===== config.mk =====
export PLATFORM = sky130hd
export DESIGN_NAME = dash_comment_stripper_core_flat
export DESIGN_NICKNAME = d
export VERILOG_FILES = /design/src/rtl/dcs_pkg.sv /design/src/rtl/dcs_req_if.sv /design/src/rtl/dcs_rsp_if.sv /design/src/rtl/dash_comment_stripper_core.sv /design/src/rtl/dcs_front.sv /design/src/rtl/dcs_queue.sv /design/src/rtl/dcs_back.sv /design/src/flat_wrapper.sv
export SDC_FILE = /design/constraint.sdc
export NUM_CORES = 1
export LEC_CHECK = 0
export ABC_AREA = 1
export BUFFER_PORTS_ARGS = -buffer_cell sky130_fd_sc_hd__buf_4
export CORE_ASPECT_RATIO = 1.1
export CORE_MARGIN = 2
export CORE_UTILIZATION = 40
export CTS_BUF_LIST = sky130_fd_sc_hd__clkbuf_8
export CTS_CLUSTER_SIZE = 24
export DETAILED_ROUTE_END_ITERATION = 12
export SLEW_MARGIN = 5
export SYNTH_ARGS = -nofsm -noshare
export SYNTH_HDL_FRONTEND = slang
export SYNTH_SLANG_ARGS = --single-unit

===== constraint.sdc =====
create_clock -name clock -period 6 [get_ports clock]
set_clock_uncertainty 0.2 [all_clocks]
set_input_delay 0.6 -clock clock [delete_from_list [all_inputs] [get_ports clock]]
set_output_delay 0.6 -clock clock [all_outputs]
set_load 0.02 [all_outputs]

===== src/rtl/dcs_pkg.sv =====
// Package: types, constants and the normal-text filter function of the stripper.
`timescale 1ns / 1ps

package dcs_pkg;

   localparam logic [7:0] DASH_CHAR    = 8'h2D;
   localparam logic [7:0] NEWLINE_CHAR = 8'h0A;
   localparam int         REPORT_WIDTH = 16;
   localparam int         QUEUE_DEPTH  = 4;

   typedef enum logic [1:0] {
      MODE_NORMAL = 2'd0,
      MODE_LINE   = 2'd1,
      MODE_BLOCK  = 2'd2
   } dcs_mode_type;

   // one accepted byte's worth of results (one or two beats)
   typedef struct packed {
      logic                    two;
      logic [7:0]              byte0;
      logic [7:0]              byte1;
      logic                    has_byte;
      logic                    last;
      logic [REPORT_WIDTH-1:0] line_total;
      logic [REPORT_WIDTH-1:0] block_total;
   } dcs_entry_type;

   // outcome of one byte filtered as normal text
   typedef struct packed {
      logic [1:0] held;
      logic [1:0] n;
      logic [7:0] b0;
      logic [7:0] b1;
      logic       bump;
      logic       to_block;
      logic       to_line;
   } dcs_norm_type;

   function automatic dcs_norm_type dcs_normal(input logic [1:0] held,
                                               input logic [7:0] c,
                                               input logic       fin);
      dcs_norm_type r;
      r = '0;
      unique case (held)
         2'd0: begin
            if (c == DASH_CHAR && !fin) begin
               r.held = 2'd1;
            end else begin
               r.n  = 2'd1;
               r.b0 = c;
            end
         end
         2'd1: begin
            if (c == DASH_CHAR) begin
               if (fin) begin
                  r.bump = 1'b1;
               end else begin
                  r.held = 2'd2;
               end
            end else begin
               r.n  = 2'd2;
               r.b0 = DASH_CHAR;
               r.b1 = c;
            end
         end
         default: begin
            // two dashes held: third dash opens a block (unless it ends the text), anything else a line comment
            if (c == DASH_CHAR) begin
               r.to_block = !fin;
            end else begin
               r.bump = 1'b1;
               if (c == NEWLINE_CHAR) begin
                  r.n  = 2'd1;
                  r.b0 = NEWLINE_CHAR;
               end else begin
                  r.to_line = !fin;
               end
            end
         end
      endcase
      return r;
   endfunction

endpackage


===== src/rtl/dcs_req_if.sv =====
// Input channel: one source text byte per beat.
`timescale 1ns / 1ps

interface dcs_req_if;
   logic       valid;
   logic       ready;
   logic [7:0] in_byte;
   logic       end_of_text;

   modport source (output valid, output in_byte, output end_of_text, input ready);
   modport sink   (input valid, input in_byte, input end_of_text, output ready);
endinterface


===== src/rtl/dcs_rsp_if.sv =====
// Result channel: at most one cleaned byte and the comment totals per beat.
`timescale 1ns / 1ps

interface dcs_rsp_if;
   logic        valid;
   logic        ready;
   logic [7:0]  out_byte;
   logic        has_byte;
   logic        last_result;
   logic [15:0] line_comment_total;
   logic [15:0] block_comment_total;

   modport source (output valid, output out_byte, output has_byte, output last_result,
                   output line_comment_total, output block_comment_total, input ready);
   modport sink   (input valid, input out_byte, input has_byte, input last_result,
                   input line_comment_total, input block_comment_total, output ready);
endinterface


===== src/rtl/dash_comment_stripper_core.sv =====
// Top level of the dash comment stripper: front end, group queue and back end.
`timescale 1ns / 1ps

// Dash comment stripper. Streams source text in, one byte per req beat, and
// streams the text back with comments removed, one byte per rsp beat. "---"
// opens a block comment closed by the next "---"; "--" starts a line comment
// that runs to the newline, and the newline is kept. Mark the final byte of
// a text with end_of_text: that byte always yields at least one rsp beat, the
// last one flagged last_result (has_byte low if no byte was left to keep),
// and all scanner state and both counters restart for the next text. Every
// rsp beat carries the running line and block comment totals (saturating at
// COUNT_WIDTH bits, shown as the low 16 bits). Rate: one req beat per cycle
// while the four-group queue has room; a byte resolves in the same cycle it
// is taken. The back end sends one rsp beat per cycle while rsp_ch.ready is
// high, so a byte that yields two beats (a held dash released with the byte
// after it) costs an extra beat; sustained throughput is set by that single
// output register. A byte's first beat passes the group queue and then the
// output register before it is offered. No clearing pass after reset.

module dash_comment_stripper_core import dcs_pkg::*; #(
   parameter int COUNT_WIDTH = 16
) (
   input  logic      clock,
   input  logic      reset,
   dcs_req_if.sink   req_ch,
   dcs_rsp_if.source rsp_ch
);

   logic          push_valid, push_ready;
   dcs_entry_type push_entry;
   logic          head_valid, head_pop;
   dcs_entry_type head_entry;

   // front: scanner state machine, resolves each byte combinationally
   dcs_front #(
      .COUNT_WIDTH(COUNT_WIDTH)
   ) u_front (
      .clock      (clock),
      .reset      (reset),
      .req_ch     (req_ch),
      .push_ready (push_ready),
      .push_valid (push_valid),
      .push_entry (push_entry)
   );

   // decouples the byte-rate front from the beat-rate back
   dcs_queue u_queue (
      .clock      (clock),
      .reset      (reset),
      .push_valid (push_valid),
      .push_ready (push_ready),
      .push_entry (push_entry),
      .head_valid (head_valid),
      .head_pop   (head_pop),
      .head_entry (head_entry)
   );

   // back: one or two rsp beats per group
   dcs_back u_back (
      .clock      (clock),
      .reset      (reset),
      .head_valid (head_valid),
      .head_entry (head_entry),
      .head_pop   (head_pop),
      .rsp_ch     (rsp_ch)
   );

endmodule


===== src/rtl/dcs_front.sv =====
// Front end: scanner state, comment classification and result grouping per byte.
`timescale 1ns / 1ps

module dcs_front import dcs_pkg::*; #(
   parameter int COUNT_WIDTH = 16
) (
   input  logic          clock,
   input  logic          reset,
   dcs_req_if.sink       req_ch,
   input  logic          push_ready,
   output logic          push_valid,
   output dcs_entry_type push_entry
);

   dcs_mode_type           mode_ff, mode_in;
   logic [1:0]             held_ff, held_in;
   logic [1:0]             run_ff, run_in;
   logic [1:0]             tcnt_ff, tcnt_in;
   logic [7:0]             tail1_ff, tail1_in;
   logic [COUNT_WIDTH-1:0] line_ff, line_in;
   logic [COUNT_WIDTH-1:0] block_ff, block_in;

   logic         accept;
   logic         fin;
   logic [7:0]   c;
   logic [1:0]   n;
   logic [7:0]   b0, b1;
   logic         line_bump, block_bump;
   dcs_norm_type first, second, plain;

   assign c            = req_ch.in_byte;
   assign fin          = req_ch.end_of_text;
   assign req_ch.ready = push_ready;
   assign accept       = req_ch.valid && push_ready;

   always_comb begin
      mode_in    = mode_ff;
      held_in    = held_ff;
      run_in     = run_ff;
      tcnt_in    = tcnt_ff;
      tail1_in   = tail1_ff;
      n          = 2'd0;
      b0         = 8'd0;
      b1         = 8'd0;
      line_bump  = 1'b0;
      block_bump = 1'b0;
      first      = '0;
      second     = '0;
      plain      = '0;
      unique case (mode_ff)
         MODE_BLOCK: begin
            if (c == DASH_CHAR && run_ff == 2'd2) begin
               block_bump = 1'b1;
               mode_in    = MODE_NORMAL;
               run_in     = 2'd0;
               tcnt_in    = 2'd0;
            end else begin
               run_in   = (c == DASH_CHAR) ? run_ff + 2'd1 : 2'd0;
               tail1_in = c;
               tcnt_in  = (tcnt_ff == 2'd2) ? 2'd2 : tcnt_ff + 2'd1;
               if (fin) begin
                  // unterminated block: replay the last body bytes as normal text
                  if (tcnt_in == 2'd2) begin
                     first = dcs_normal(2'd0, tail1_ff, 1'b0);
                  end
                  second    = dcs_normal(first.held, c, 1'b1);
                  line_bump = second.bump;
                  mode_in   = MODE_NORMAL;
                  if (first.n == 2'd1) begin
                     n  = 2'd1 + second.n;
                     b0 = first.b0;
                     b1 = second.b0;
                  end else begin
                     n  = second.n;
                     b0 = second.b0;
                     b1 = second.b1;
                  end
               end
            end
         end
         MODE_LINE: begin
            if (c == NEWLINE_CHAR) begin
               n       = 2'd1;
               b0      = NEWLINE_CHAR;
               mode_in = MODE_NORMAL;
            end
         end
         default: begin
            plain     = dcs_normal(held_ff, c, fin);
            held_in   = plain.held;
            n         = plain.n;
            b0        = plain.b0;
            b1        = plain.b1;
            line_bump = plain.bump;
            if (plain.to_block) begin
               mode_in = MODE_BLOCK;
               run_in  = 2'd0;
               tcnt_in = 2'd0;
            end else if (plain.to_line) begin
               mode_in = MODE_LINE;
            end
         end
      endcase
      line_in  = (line_bump && line_ff != '1) ? line_ff + 1'b1 : line_ff;
      block_in = (block_bump && block_ff != '1) ? block_ff + 1'b1 : block_ff;
   end

   always_comb begin
      push_valid             = req_ch.valid && (n != 2'd0 || fin);
      push_entry.two         = (n == 2'd2);
      push_entry.byte0       = b0;
      push_entry.byte1       = b1;
      push_entry.has_byte    = (n != 2'd0);
      push_entry.last        = fin;
      push_entry.line_total  = REPORT_WIDTH'(line_in);
      push_entry.block_total = REPORT_WIDTH'(block_in);
   end

   always_ff @(posedge clock) begin
      if (reset || (accept && fin)) begin
         mode_ff  <= MODE_NORMAL;
         held_ff  <= 2'd0;
         run_ff   <= 2'd0;
         tcnt_ff  <= 2'd0;
         line_ff  <= '0;
         block_ff <= '0;
      end else if (accept) begin
         mode_ff  <= mode_in;
         held_ff  <= held_in;
         run_ff   <= run_in;
         tcnt_ff  <= tcnt_in;
         line_ff  <= line_in;
         block_ff <= block_in;
      end
   end

   always_ff @(posedge clock) begin
      if (accept) begin
         tail1_ff <= tail1_in;
      end
   end

endmodule


===== src/rtl/dcs_queue.sv =====
// Short FIFO of result groups between the front and back ends.
`timescale 1ns / 1ps

module dcs_queue import dcs_pkg::*; (
   input  logic          clock,
   input  logic          reset,
   input  logic          push_valid,
   output logic          push_ready,
   input  dcs_entry_type push_entry,
   output logic          head_valid,
   input  logic          head_pop,
   output dcs_entry_type head_entry
);

   localparam int PTR_W = $clog2(QUEUE_DEPTH);
   localparam logic [PTR_W-1:0] LAST_SLOT = PTR_W'(QUEUE_DEPTH - 1);
   localparam logic [PTR_W:0]   FULL_CNT  = (PTR_W + 1)'(QUEUE_DEPTH);

   dcs_entry_type    slot_ff [QUEUE_DEPTH];
   logic [PTR_W-1:0] wr_ptr_ff, rd_ptr_ff;
   logic [PTR_W:0]   count_ff;
   logic             do_push, do_pop;

   assign push_ready = (count_ff != FULL_CNT);
   assign head_valid = (count_ff != '0);
   assign head_entry = slot_ff[rd_ptr_ff];
   assign do_push    = push_valid && push_ready;
   assign do_pop     = head_pop && head_valid;

   always_ff @(posedge clock) begin
      if (reset) begin
         wr_ptr_ff <= '0;
         rd_ptr_ff <= '0;
         count_ff  <= '0;
      end else begin
         if (do_push) begin
            wr_ptr_ff <= (wr_ptr_ff == LAST_SLOT) ? '0 : wr_ptr_ff + 1'b1;
         end
         if (do_pop) begin
            rd_ptr_ff <= (rd_ptr_ff == LAST_SLOT) ? '0 : rd_ptr_ff + 1'b1;
         end
         if (do_push && !do_pop) begin
            count_ff <= count_ff + 1'b1;
         end else if (do_pop && !do_push) begin
            count_ff <= count_ff - 1'b1;
         end
      end
   end

   always_ff @(posedge clock) begin
      if (do_push) begin
         slot_ff[wr_ptr_ff] <= push_entry;
      end
   end

endmodule


===== src/rtl/dcs_back.sv =====
// Back end: splits result groups into beats and holds the output register.
`timescale 1ns / 1ps

module dcs_back import dcs_pkg::*; (
   input  logic          clock,
   input  logic          reset,
   input  logic          head_valid,
   input  dcs_entry_type head_entry,
   output logic          head_pop,
   dcs_rsp_if.source     rsp_ch
);

   logic                    valid_ff;
   logic                    sub_ff;
   logic [7:0]              byte_ff, byte_in;
   logic                    has_ff;
   logic                    last_ff, last_in;
   logic [REPORT_WIDTH-1:0] line_ff, block_ff;
   logic                    load;
   logic                    final_beat;

   // a group is done after its second beat, or after its only one
   assign final_beat = !head_entry.two || sub_ff;
   assign load       = head_valid && (!valid_ff || rsp_ch.ready);
   assign head_pop   = load && final_beat;
   assign byte_in    = (head_entry.two && sub_ff) ? head_entry.byte1 : head_entry.byte0;
   assign last_in    = head_entry.last && final_beat;

   always_ff @(posedge clock) begin
      if (reset) begin
         valid_ff <= 1'b0;
         sub_ff   <= 1'b0;
      end else begin
         if (load) begin
            valid_ff <= 1'b1;
            sub_ff   <= !final_beat;
         end else if (rsp_ch.ready) begin
            valid_ff <= 1'b0;
         end
      end
   end

   always_ff @(posedge clock) begin
      if (load) begin
         byte_ff  <= byte_in;
         has_ff   <= head_entry.has_byte;
         last_ff  <= last_in;
         line_ff  <= head_entry.line_total;
         block_ff <= head_entry.block_total;
      end
   end

   assign rsp_ch.valid               = valid_ff;
   assign rsp_ch.out_byte            = byte_ff;
   assign rsp_ch.has_byte            = has_ff;
   assign rsp_ch.last_result         = last_ff;
   assign rsp_ch.line_comment_total  = line_ff;
   assign rsp_ch.block_comment_total = block_ff;

endmodule


===== src/flat_wrapper.sv =====
// flat-port wrapper written by rule: the top's interface ports become plain ports
module dash_comment_stripper_core_flat import dcs_pkg::*;
#(
   parameter int COUNT_WIDTH = 16
)
  (clock, reset, req_ch_valid, req_ch_in_byte, req_ch_end_of_text, req_ch_ready, rsp_ch_valid, rsp_ch_out_byte, rsp_ch_has_byte, rsp_ch_last_result, rsp_ch_line_comment_total, rsp_ch_block_comment_total, rsp_ch_ready);
  dcs_req_if req_ch_i ();
  dcs_rsp_if rsp_ch_i ();
  input  logic clock;
  input  logic reset;
  input wire logic [$bits(req_ch_i.valid)-1:0] req_ch_valid;
  input wire logic [$bits(req_ch_i.in_byte)-1:0] req_ch_in_byte;
  input wire logic [$bits(req_ch_i.end_of_text)-1:0] req_ch_end_of_text;
  output wire logic [$bits(req_ch_i.ready)-1:0] req_ch_ready;
  output wire logic [$bits(rsp_ch_i.valid)-1:0] rsp_ch_valid;
  output wire logic [$bits(rsp_ch_i.out_byte)-1:0] rsp_ch_out_byte;
  output wire logic [$bits(rsp_ch_i.has_byte)-1:0] rsp_ch_has_byte;
  output wire logic [$bits(rsp_ch_i.last_result)-1:0] rsp_ch_last_result;
  output wire logic [$bits(rsp_ch_i.line_comment_total)-1:0] rsp_ch_line_comment_total;
  output wire logic [$bits(rsp_ch_i.block_comment_total)-1:0] rsp_ch_block_comment_total;
  input wire logic [$bits(rsp_ch_i.ready)-1:0] rsp_ch_ready;
  assign req_ch_i.valid = req_ch_valid;
  assign req_ch_i.in_byte = req_ch_in_byte;
  assign req_ch_i.end_of_text = req_ch_end_of_text;
  assign req_ch_ready = req_ch_i.ready;
  assign rsp_ch_valid = rsp_ch_i.valid;
  assign rsp_ch_out_byte = rsp_ch_i.out_byte;
  assign rsp_ch_has_byte = rsp_ch_i.has_byte;
  assign rsp_ch_last_result = rsp_ch_i.last_result;
  assign rsp_ch_line_comment_total = rsp_ch_i.line_comment_total;
  assign rsp_ch_block_comment_total = rsp_ch_i.block_comment_total;
  assign rsp_ch_i.ready = rsp_ch_ready;
  dash_comment_stripper_core #(.COUNT_WIDTH(COUNT_WIDTH)) u_core (.clock(clock), .reset(reset), .req_ch(req_ch_i), .rsp_ch(rsp_ch_i));
endmodule

==> results.py, run 1 <==
metrics = {
    "timing": {
        "setup_tns_ns": 0,
        "clock.fmax_ghz": 0.263,
        "hold_viol": 0,
        "finalWorstPathRequiredPeriod_ns": 3.80,
        "finalSetupViolCount": 0,
        "slew_violations": 0,
        "max_slew.worst_pin.slew_ns": 1.17,
        "fin_crit_sh_pct": 63.3,
        "rsz0062_at_grt": "false",
        "maxSlewHeadroom_pct": 21.3,
    },
    "setup_path": {
        "required_ns": 6.04,
        "cp-start-kind": "input port",
        "reg2reg_from": "u_core.u_front.mode_ff[0]",
        "cp.arrival_ns": 3.84,
        "rrSetupSlack_ns": 2.24,
        "rr_worst_depth": 11,
        "criticalPathCategory": "input port to flop",
        "r2r-end": "u_core.u_queue.slot_ff[3][37]",
        "crit_path_end_kind": "flop",
        "cp_max_fo": 27,
    },
    "drt": {
        "drc": 0,
        "viasPerCell": 5.04,
        "wl_per_cell_um": 16.4,
        "drt-pass1-iter-count": 5,
        "drt_iter0_markers": 709,
        "wirelength_um": 28500,
        "vias": 8766,
        "final_antenna_net_count": 0,
    },
    "clocking": {
        "post_cts_buffers": 0,
        "ctsResizeCount": 0,
        "htree_levels": 2,
        "cts_tree": "yes",
        "ctsLongestPathBuffers": 3,
        "cts_buffers": 49,
        "root_buffer": "clkbuf_8",
        "cts.sinks": 305,
        "clkLatencyLatePin_ns": 0.58,
        "clk_pin_slew_worst_paths_ns": 0.06,
    },
    "run": {
        "maxCapViolCount": 0,
    },
    "synthesis": {
        "synth-seq-area-share_pct": 66.7,
        "postSynth.asyncResetShare_pct": 0,
        "synthesis.area_um2": 13000,
        "synth_edf_count": 254,
        "synth_top_flop_cell": "edfxtp_1",
        "synth.distinct_cells": 44,
        "synthCells": 1196,
        "ys_warn_count": 0,
        "synth_fp_nets": 1222,
        "avgSynthCellArea_um2": 10.8,
        "ys_ff_latch": 305,
    },
    "power_and_ir_drop": {
        "ir_drop_mv": 0.175,
        "p_per_area_nw_per_um2": 446,
        "leakagePower_uw": 0.00570,
    },
    "cells_and_area": {
        "synthToLayoutAreaGrowth_pct": 14.6,
        "design_area_um2": 14900,
        "layout.nets": 1300,
        "diodes": 0,
        "drive_above_1_share_pct": 14.2,
    },
    "grt": {
        "grt_max_degree": 77,
        "grt_first_pass_wirelength_um": 45200,
        "antenna_found_initial": 0,
        "grt_overflow_total": 0,
        "grt_use_total_pct": 17.0,
        "grt_pass1_vias": 8478,
    },
    "floorplan": {
        "dieArea_um2": 33900,
        "initial_utilization_pct": 40.4,
        "io_pins": 57,
        "die_w_um": 176,
        "rows": 69,
        "die_y_um": 193,
        "coreArea_um2": 32100,
    },
    "placement": {
        "postPlaceCellArea_um2": 13800,
        "gp_congestion": 0.870,
        "io_buffers": 56,
        "hpwl_um": 17600,
    },
    "hold_path": {
        "min_path_type": "input port to flop",
        "whs_endpoint": "u_core.u_front.tail1_ff[3]",
        "worstHoldStart": "req_ch_in_byte[3]",
        "holdPathStages": 1,
    },
    "status": {
        "status": "finished, final reports clean",
    },
}
-- per-layer routing --
| layer | vias to the layer above | global-route usage, % | routed length, um |
|---|---|---|---|
| li1 | 4310 | - | - |
| met1 | 4227 | 22.0 | 12700 |
| met2 | 191 | 29.7 | 13900 |
| met3 | 38 | 2.86 | 1400 |
| met4 | 0 | 4.86 | 457 |
| met5 | - | 0 | 0 |
-- worst max path at each step --
stage	start	end	slack (ns)	cells after the start
after CTS	u_core.u_front.mode_ff[0]	u_core.u_queue.slot_ff[3][37]	2.19	11
after detailed placement	req_ch_valid	u_core.u_queue.slot_ff[3][40]	2.14	9
after global routing	u_core.u_queue.count_ff[0]	u_core.u_queue.slot_ff[3][37]	1.91	10
final	req_ch_in_byte[5]	u_core.u_queue.slot_ff[3][37]	2.20	14
after floorplan	rsp_ch_ready	u_core.u_queue.count_ff[1]	1.52	8
after global placement	req_ch_valid	u_core.u_queue.slot_ff[3][40]	2.22	9
-- power by group --
group	switching (uW)	internal, uW	total (uW)
clock	790	913	1700
combinational	1290	586	1870
sequential	174	2880	3050
-- sequential cells by signal, summed over array words and instances, names as in the netlist, 3 cells and up, named ones only --
register / flops
u_core.u_front.line_ff: 16
u_core.u_front.tail1_ff: 8
u_core.u_queue.slot_ff: 204
u_core.u_back.rsp_ch.line_comment_total: 16
u_core.u_back.rsp_ch.block_comment_total: 16
u_core.u_front.block_ff: 16
u_core.u_back.rsp_ch.out_byte: 8
u_core.u_queue.count_ff: 3
-- cell usage after synthesis (15+ instances only) --
cell type,n,area share (%)
a21oi_1,41,1.6
clkbuf_1,34,0.98
dfxtp_1,51,7.9
edfxtp_1,254,59
inv_1,112,3.2
nand2_1,130,3.8
nand2_2,17,0.82
nand3_1,46,1.8
nor2_1,195,5.6
nor3_1,15,0.58
o21ai_0,129,5.0
o22ai_1,46,2.2
xor2_1,24,1.6
-- final cells by class --
type | count | area [um2]
fillers | 2998 | 17200
flip-flops and latches | 305 | 8650
multi-input cells | 721 | 3690
clock buffers | 54 | 743
repair buffers | 75 | 583
well taps | 426 | 533
inverters | 122 | 462
clock inverters | 35 | 205
-- worst max-delay path, stage by stage --
cell           delay, ns
dlygate4sd3_1       0.55
buf_4               0.15
inv_1               0.10
nand3_1             0.09
nor2_1              0.26
nand2_1             0.12
nand3_1             0.12
nand2_1             0.08
nand2_2             0.12
nand2_1             0.11
nand2_2             0.13
clkinv_2            0.16
nor2_4              0.73
buf_4               0.51
-- cells by family after synthesis --
| kind of cell | after synthesis | share of synthesized area, % |
|---|---|---|
| AOI/OAI and AO/OA | 254 | 10.9 |
| xor gates and xnor gates | 24 | 1.62 |
| DFF | 305 | 66.7 |
| adders and majority gates | 13 | 1.31 |
| buffers and inverters | 170 | 5.22 |
| and+or+nand+nor | 430 | 14.3 |
-- layout by cell type (no fill, tap or decap), drive strengths merged, types with 4 or more instances in the layout --
cell	Yosys	layout
nor3	17	17
nand4	6	6
nor2	204	204
buf	14	67
clkinv	2	12
clkbuf	34	54
nand2	149	149
inv	120	140
ha	12	12
edfxtp	254	254
o22ai	46	46
dfxtp	51	51
dlygate4sd3	0	8
o21ai	142	142
nand3	49	49
xor2	24	24
a21oi	42	42
o221ai	4	4
a31oi	10	10
-- metrics by stage --
stage	hold WS, ns	utilization (%)	total power, uW	std cells	worst slack [ns]
4_1_cts	0.00125	46.3	6730	1738	2.19
3_5_place_dp	0.271	43.1	5000	1641	2.14
5_1_grt	0.00895	46.3	7030	1738	1.91
3_3_place_gp	0.255	43.1	4960	1641	2.22
6_report	0.0510	46.3	6630	1738	2.20
2_1_floorplan	0.245	-	4280	1196	1.52
-- timing repair --
action / 4_1_cts / 5_1_grt
endpoints found under the hold margin: 8 / 0
hold buffers: 8 / 0
endpoints found under the setup margin: 0 / 0
Note: power is estimated with default switching activity, not from simulation.
==> run 2, diff against run 1 <==
- clock period: 6 -> 3.4 ns (I/O delays scaled with it)
==> results.py, run 2 (synthesis results as in run 1) <==
metrics = {
    "status": {
        "status": "finished, final reports clean",
    },
    "clocking": {
        "clkLatencyLatePin_ns": 0.57,
        "cts.sinks": 305,
        "htree_levels": 2,
        "ctsLongestPathBuffers": 3,
        "cts_tree": "yes",
        "clk_pin_slew_worst_paths_ns": 0.06,
        "root_buffer": "clkbuf_8",
        "cts_buffers": 48,
    },
    "power_and_ir_drop": {
        "ir_drop_mv": 0.437,
        "leakagePower_uw": 0.00575,
        "p_per_area_nw_per_um2": 788,
    },
    "cells_and_area": {
        "utilization_pct": 46.8,
        "largest_reg_flops": 204,
        "drive_above_1_share_pct": 15.6,
        "nFillCells": 2980,
        "multi_input_area_um2": 3690,
        "final-seq-area_um2": 8650,
        "diodes": 0,
        "synthToLayoutAreaGrowth_pct": 16.0,
        "final_common_cell": "edfxtp_1",
        "regMostFlops": "u_core.u_queue.slot_ff",
        "design_area_um2": 15000,
        "layout_common_cells": "254 x edfxtp_1, 191 x nor2_1, 130 x nand2_1",
        "layout.nets": 1313,
    },
    "floorplan": {
        "rows": 69,
        "die_w_um": 176,
        "dieArea_um2": 33900,
        "die_y_um": 193,
        "io_pins": 57,
        "initial_utilization_pct": 40.4,
        "coreArea_um2": 32100,
    },
    "drt": {
        "viasPerCell": 5.00,
        "drt-pass1-iter-count": 5,
        "wirelength_um": 28100,
        "drt_iter0_markers": 563,
        "vias": 8754,
        "drc": 0,
        "wl_per_cell_um": 16.1,
        "final_antenna_net_count": 0,
    },
    "timing": {
        "maxSlewHeadroom_pct": 48.9,
        "fin_crit_sh_pct": 88.6,
        "finalWorstPathRequiredPeriod_ns": 3.01,
        "slew_violations": 0,
        "rsz0062_at_grt": "false",
        "clock.fmax_ghz": 0.332,
        "worst_slack_ns": 0.388,
        "finalSetupViolCount": 0,
        "setup_tns_ns": 0,
        "max_slew.worst_pin.slew_ns": 0.763,
        "hold_viol": 0,
    },
    "setup_path": {
        "cp-start-kind": "flop",
        "cp_max_fo": 13,
        "required_ns": 3.65,
        "crit_path_end_kind": "flop",
        "criticalPathCategory": "flop to flop",
        "cp.arrival_ns": 3.26,
    },
    "placement": {
        "io_buffers": 56,
        "dpl_worst_slack_ns": 0.305,
        "gp_congestion": 0.868,
        "hpwl_um": 17100,
        "postPlaceCellArea_um2": 13900,
    },
    "grt": {
        "grt_use_total_pct": 16.7,
        "grt_overflow_total": 0,
        "antenna_found_initial": 0,
        "grt_max_degree": 63,
        "grt_pass1_vias": 8462,
        "grt_first_pass_wirelength_um": 44400,
    },
    "run": {
        "maxCapViolCount": 0,
    },
    "hold_path": {
        "min_path_type": "input port to flop",
    },
}
run 2: power breakdown:
group,switching (uW),total [uW],internal (uW)
Clock,1420,3150,1730
Combinational,2320,3400,1080
Sequential,235,5310,5070
Total,3980,11900,7880
run 2: through the flow:
| step | power [uW] | hold slack, ns | cells |
|---|---|---|---|
| after detailed placement | 8850 | 0.260 | 1652 |
| after global placement | 8790 | 0.255 | 1652 |
| final | 11900 | 0.159 | 1751 |
| after global routing | 12600 | 0.224 | 1751 |
| after floorplan | 7550 | 0.212 | 1196 |
| after CTS | 12000 | 0.135 | 1751 |
run 2: layer usage:
layer	share of wire (%)	vias up	track usage, %
li1	-	4331	-
met1	44	4156	21.3
met2	48	221	28.8
met3	5.2	46	2.86
met4	2.2	0	5.66
met5	0	-	0
run 2: worst max-delay path, stage by stage (launching register included):
cell,delay [ns]
dfxtp_1,0.36
inv_1,0.06
ha_2,0.47
inv_1,0.17
nand2_1,0.14
nand2_2,0.11
nand2_2,0.11
nand2_1,0.10
nand2_2,0.11
ha_1,0.15
inv_1,0.07
fa_1,0.37
a21oi_1,0.13
o21ai_0,0.10
o21ai_0,0.16
a21oi_1,0.07
run 2: path summary, 6_finish.rpt:
| kind | cells after the start | to | slack (ns) | start |
|---|---|---|---|---|
| worst max-delay path | 15 | u_core.u_queue.count_ff[2] | 0.39 | u_core.u_front.mode_ff[0] |
| worst min-delay path | 7 | u_core.u_queue.wr_ptr_ff[0] | 0.16 | req_ch_valid |
| worst max register to register | 15 | u_core.u_queue.count_ff[2] | 0.39 | u_core.u_front.mode_ff[0] |
| worst min register to register | 2 | u_core.u_front.tcnt_ff[0] | 0.27 | u_core.u_front.tcnt_ff[0] |
run 2: timing repair:
item | in CTS | in global routing
gates resized for setup | 0 | 1
hold buffers | 11 | 0
setup buffers | 0 | 0
endpoints found under the setup margin | 0 | 1
endpoints found under the hold margin | 27 | 0
run 2: cell type report:
cell class / instances / share of cell area, %
clock buffer: 52 / 4.76
sequential: 305 / 57.5
clock inverter: 36 / 1.80
timing repair buffer: 89 / 4.79
inverter: 122 / 3.07
multi-input combinational: 721 / 24.5
tap: 426 / 3.54
